==> config.mk <==
export PLATFORM = sky130hd
export DESIGN_NAME = mhps_ram
export DESIGN_NICKNAME = d
export VERILOG_FILES = /design/src/sv/mhps_ram.sv
export SDC_FILE = /design/constraint.sdc
export NUM_CORES = 2
export LEC_CHECK = 0
export ABC_CLOCK_PERIOD_IN_PS = 3000
export BUFFER_PORTS_ARGS = -buffer_cell sky130_fd_sc_hd__buf_2
export CORE_UTILIZATION = 40
export DETAILED_ROUTE_END_ITERATION = 10
export GPL_TIMING_DRIVEN = 0
export MAX_ROUTING_LAYER = met4
export SETUP_SLACK_MARGIN = 0.4
export SYNTH_ARGS = -nofsm -noshare
export SYNTH_HDL_FRONTEND = slang
export SYNTH_SLANG_ARGS = --single-unit
==> constraint.sdc <==
create_clock -name clk -period 3 [get_ports clk]
set_input_delay 0.3 -clock clk [delete_from_list [all_inputs] [get_ports clk]]
set_output_delay 0.3 -clock clk [all_outputs]
set_load 0.02 [all_outputs]
==> src/sv/mhps_ram.sv <==
// ----------------------------------------------------------------------------
// mhps_ram
// Generic single-write, single-read RAM with registered read data.
// ----------------------------------------------------------------------------
module mhps_ram #(
  parameter int WIDTH = 16,
  parameter int DEPTH = 256,
  localparam int AW = $clog2(DEPTH)
) (
  input  logic             clk,
  input  logic             we,
  input  logic [AW-1:0]    waddr,
  input  logic [WIDTH-1:0] wdata,
  input  logic [AW-1:0]    raddr,
  output logic [WIDTH-1:0] rdata
);

  logic [WIDTH-1:0] mem [DEPTH];

  always_ff @(posedge clk) begin
    if (we) begin
      mem[waddr] <= wdata;
    end
    rdata <= mem[raddr];
  end

endmodule

==> flow_summary_export.csv <==
group,metric,value,unit
outcome,status,"complete, no violations",
yosys,yosysTopAreaCellShare,77.5,%
drt,drtAntennaViolNets,0,
timing,grt_setup_unrepaired,"yes",
cts,clkSlewWorstSetupHoldPaths,0.07,ns
placed_design,gp_congestion,1.01,
power_and_ir_drop,powerDensity,651,nW/um2
grt,grt_pass1_wl,685000,um
yosys,avgSynthCellArea,21.6,um2
yosys,synth_seq_area_share,77.7,%
final_layout,fin_nets,8141,
drt,drt_iter0_markers,11997,
floorplan,die_h,632,um
yosys,synth_mux_area_share,15.5,%
floorplan,die_w,632,um
grt,grt_antenna_before_repair,32,
grt,grt_start_max_net_pins,141,
timing,fmax,0.354,GHz
placed_design,io_buffers,39,
yosys,synth_edf_count,4096,
yosys,syn_nets,7394,
cts,clock_latency,1.00,ns
timing,period_minus_slack,2.83,ns
setup_path,start_kind,"primary input",
final_layout,stdcell_count,13680,
timing,period_share,94.2,%
final_layout,fin_area,188000,um2
drt,vias,83535,
timing,setup_viol,0,
setup_path,cp.required,3.81,ns
grt,grtUsageTotal,25.8,%
yosys,synthesis.instances,7360,
yosys,synthAdderAreaFrac,0,%
final_layout,n_fill_cell,31932,
placed_design,dpl_cell_area,171000,um2
job,drv_cap,0,
final_layout,utilization,47.7,%
final_layout,final_common_cell,"edfxtp_1",
yosys,synth_warnings,0,
floorplan,dieArea,399000,um2
setup_path,r2r-start,"mem[23][5]",
grt,overflow,0,
power_and_ir_drop,p_leak,59.0,nW
timing,finalHoldViolations,0,
yosys,synthXorXnorAreaFrac,0,%
grt,grt_pass1_vias,81114,
floorplan,core.rowCount,230,
yosys,synth-compound-area-share,3.54,%
placed_design,dpl.hpwl,352000,um
hold_path,min-delay-path-class,"primary input to register",
drt,viasPerCell,6.11,
yosys,synthArstFlopShare,0,%
cts,cts.sinks,4112,
placed_design,dp_cells,12880,
timing,slew_headroom,12.6,%
drt,dr.pass1.iters,7,
setup_path,ff2ff_setup_slack,0.26,ns
final_layout,final_cell_mix,"edfxtp_1, mux4_2, mux2i_1",
final_layout,synthToLayoutAreaGrowth,18.2,%
yosys,synth_top_family_by_area,"multiplexers",
timing,slew_viol_final,0,
timing,holdWs,0.138,ns
final_layout,layout-drive-gt1-share,31.5,%
yosys,ys_seq_elements,4112,
floorplan,initial_core_util,40.3,%
setup_path,worstRegToRegCells,5,
drt,route.final.wire_length,508000,um
setup_path,cp-end-kind,"register",
yosys,ys.flop_type,"edfxtp_1",
cts,root_buffer,"clkbuf_16",
power_and_ir_drop,ir_drop,575,uV
timing,tightest_slew,1.31,ns
setup_path,reg2reg_to,"rdata[5]",
setup_path,crit_path_end,"rdata[2]",
floorplan,core,394000,um2
timing,fin_skew,0.0436,ns
setup_path,worstPathMaxFanout,12,
yosys,synth_top_area_cell,"edfxtp_1",
cts,cts_max_path_buffers,4,
yosys,yosys.area_share.simple,1.57,%
setup_path,critPathLaunch,"raddr[2]",
drt,drc,0,
cts,cts_tree,"done",
setup_path,crit_type,"primary input to register",
floorplan,ioPinCount,50,
cts,cts_buffers,407,
yosys,synth_cell_types,52,
yosys,syn_area,159000,um2
setup_path,cp_data_arrival_time,3.63,ns
yosys,yosys-top-cells-area,"edfxtp_1, mux4_2, mux2i_1",
timing,fin_setup_tns,0,ns
drt,wl_per_cell,37.1,um
cts,htree_num_levels,5,
registers in the layout, indices dropped and copies added, names as in the netlist:
| name | count |
|---|---|
| rdata | 16 |
| mem | 4096 |
worst min path at each step:
stage	start	to	cells after the start	slack [ns]
2_1_floorplan	wdata[0]	mem[0][0]	0	0.40
3_3_place_gp	rdata[11]	rdata[11]	1	0.72
3_5_place_dp	wdata[4]	mem[124][4]	1	0.54
4_1_cts	waddr[4]	mem[53][14]	3	0.07
5_1_grt	wdata[4]	mem[125][4]	2	0.13
6_report	waddr[4]	mem[53][14]	3	0.14
cell usage after synthesis, drive strengths merged, types with 38 or more instances:
library cell / count
a21oi: 175
a22oi: 43
buf: 222
clkbuf: 230
edfxtp: 4096
mux2: 88
mux2i: 565
mux4: 797
nand2: 38
nor2: 304
nor3: 92
o21ai: 38
o221ai: 253
o22ai: 148
worst max-delay path, cell delays in order:
cell      delay (ns)
buf_4           0.22
or2_1           0.27
buf_2           0.23
clkbuf_4        0.32
clkbuf_4        0.38
o221ai_2        0.40
o22ai_1         0.26
a22oi_1         0.29
nand3_1         0.33
nor4_4          0.54
metal layers:
metal  GRT usage, %  wire length, um  share of wire, %
met2           38.2           230000                45
met3           6.18            56500                11
met5              -                0                 0
met4           11.0            26500               5.2
met1           34.2           195000                38
power by group:
group / switching (mW) / leakage, nW / internal (mW) / total, mW
clock network: 22.2 / 6.45 / 28.9 / 51.1
logic: 5.29 / 15.6 / 2.42 / 7.71
registers: 0.0380 / 36.9 / 63.3 / 63.4
total: 27.5 / 59.0 / 94.6 / 122
cell type report:
type	count	area, um2	area share (%)
diodes	17	42.5	0.0227
plain buffers	452	3540	1.89
clock buffers	490	10600	5.65
clock inverters	255	2620	1.39
inverters	4	21.3	0.0113
multi-input cells	2792	35500	18.9
flip-flops and latches	4112	123000	65.7
well taps	5220	6530	3.48
repair buffers	338	5460	2.91
what timing repair did:
action,4_1_cts,5_1_grt
pin swaps,29,41
setup buffers,3,18
hold buffers,16,0
endpoints found under the hold margin,860,0
gates cloned,0,1
resized for setup,541,233
setup endpoints to repair,274,500
cell families (layout without fill, tap and decap cells):
kind of cell / count (synthesis) / in the layout
AO/OA/AOI/OAI: 786 / 786
buffers and inverters: 456 / 1539
flip-flops: 4112 / 4112
multiplexers: 1450 / 1450
other: 0 / 17
AND/OR/NAND/NOR: 556 / 556
metrics by stage:
step           worst slack [ns]  power, mW
2_1_floorplan             0.535       67.8
3_3_place_gp              -3.95       71.5
3_5_place_dp              -3.73       71.6
4_1_cts                   0.149        122
5_1_grt                   0.184        125
6_report                  0.174        122
No activity file was read; power rests on OpenSTA's default activity.
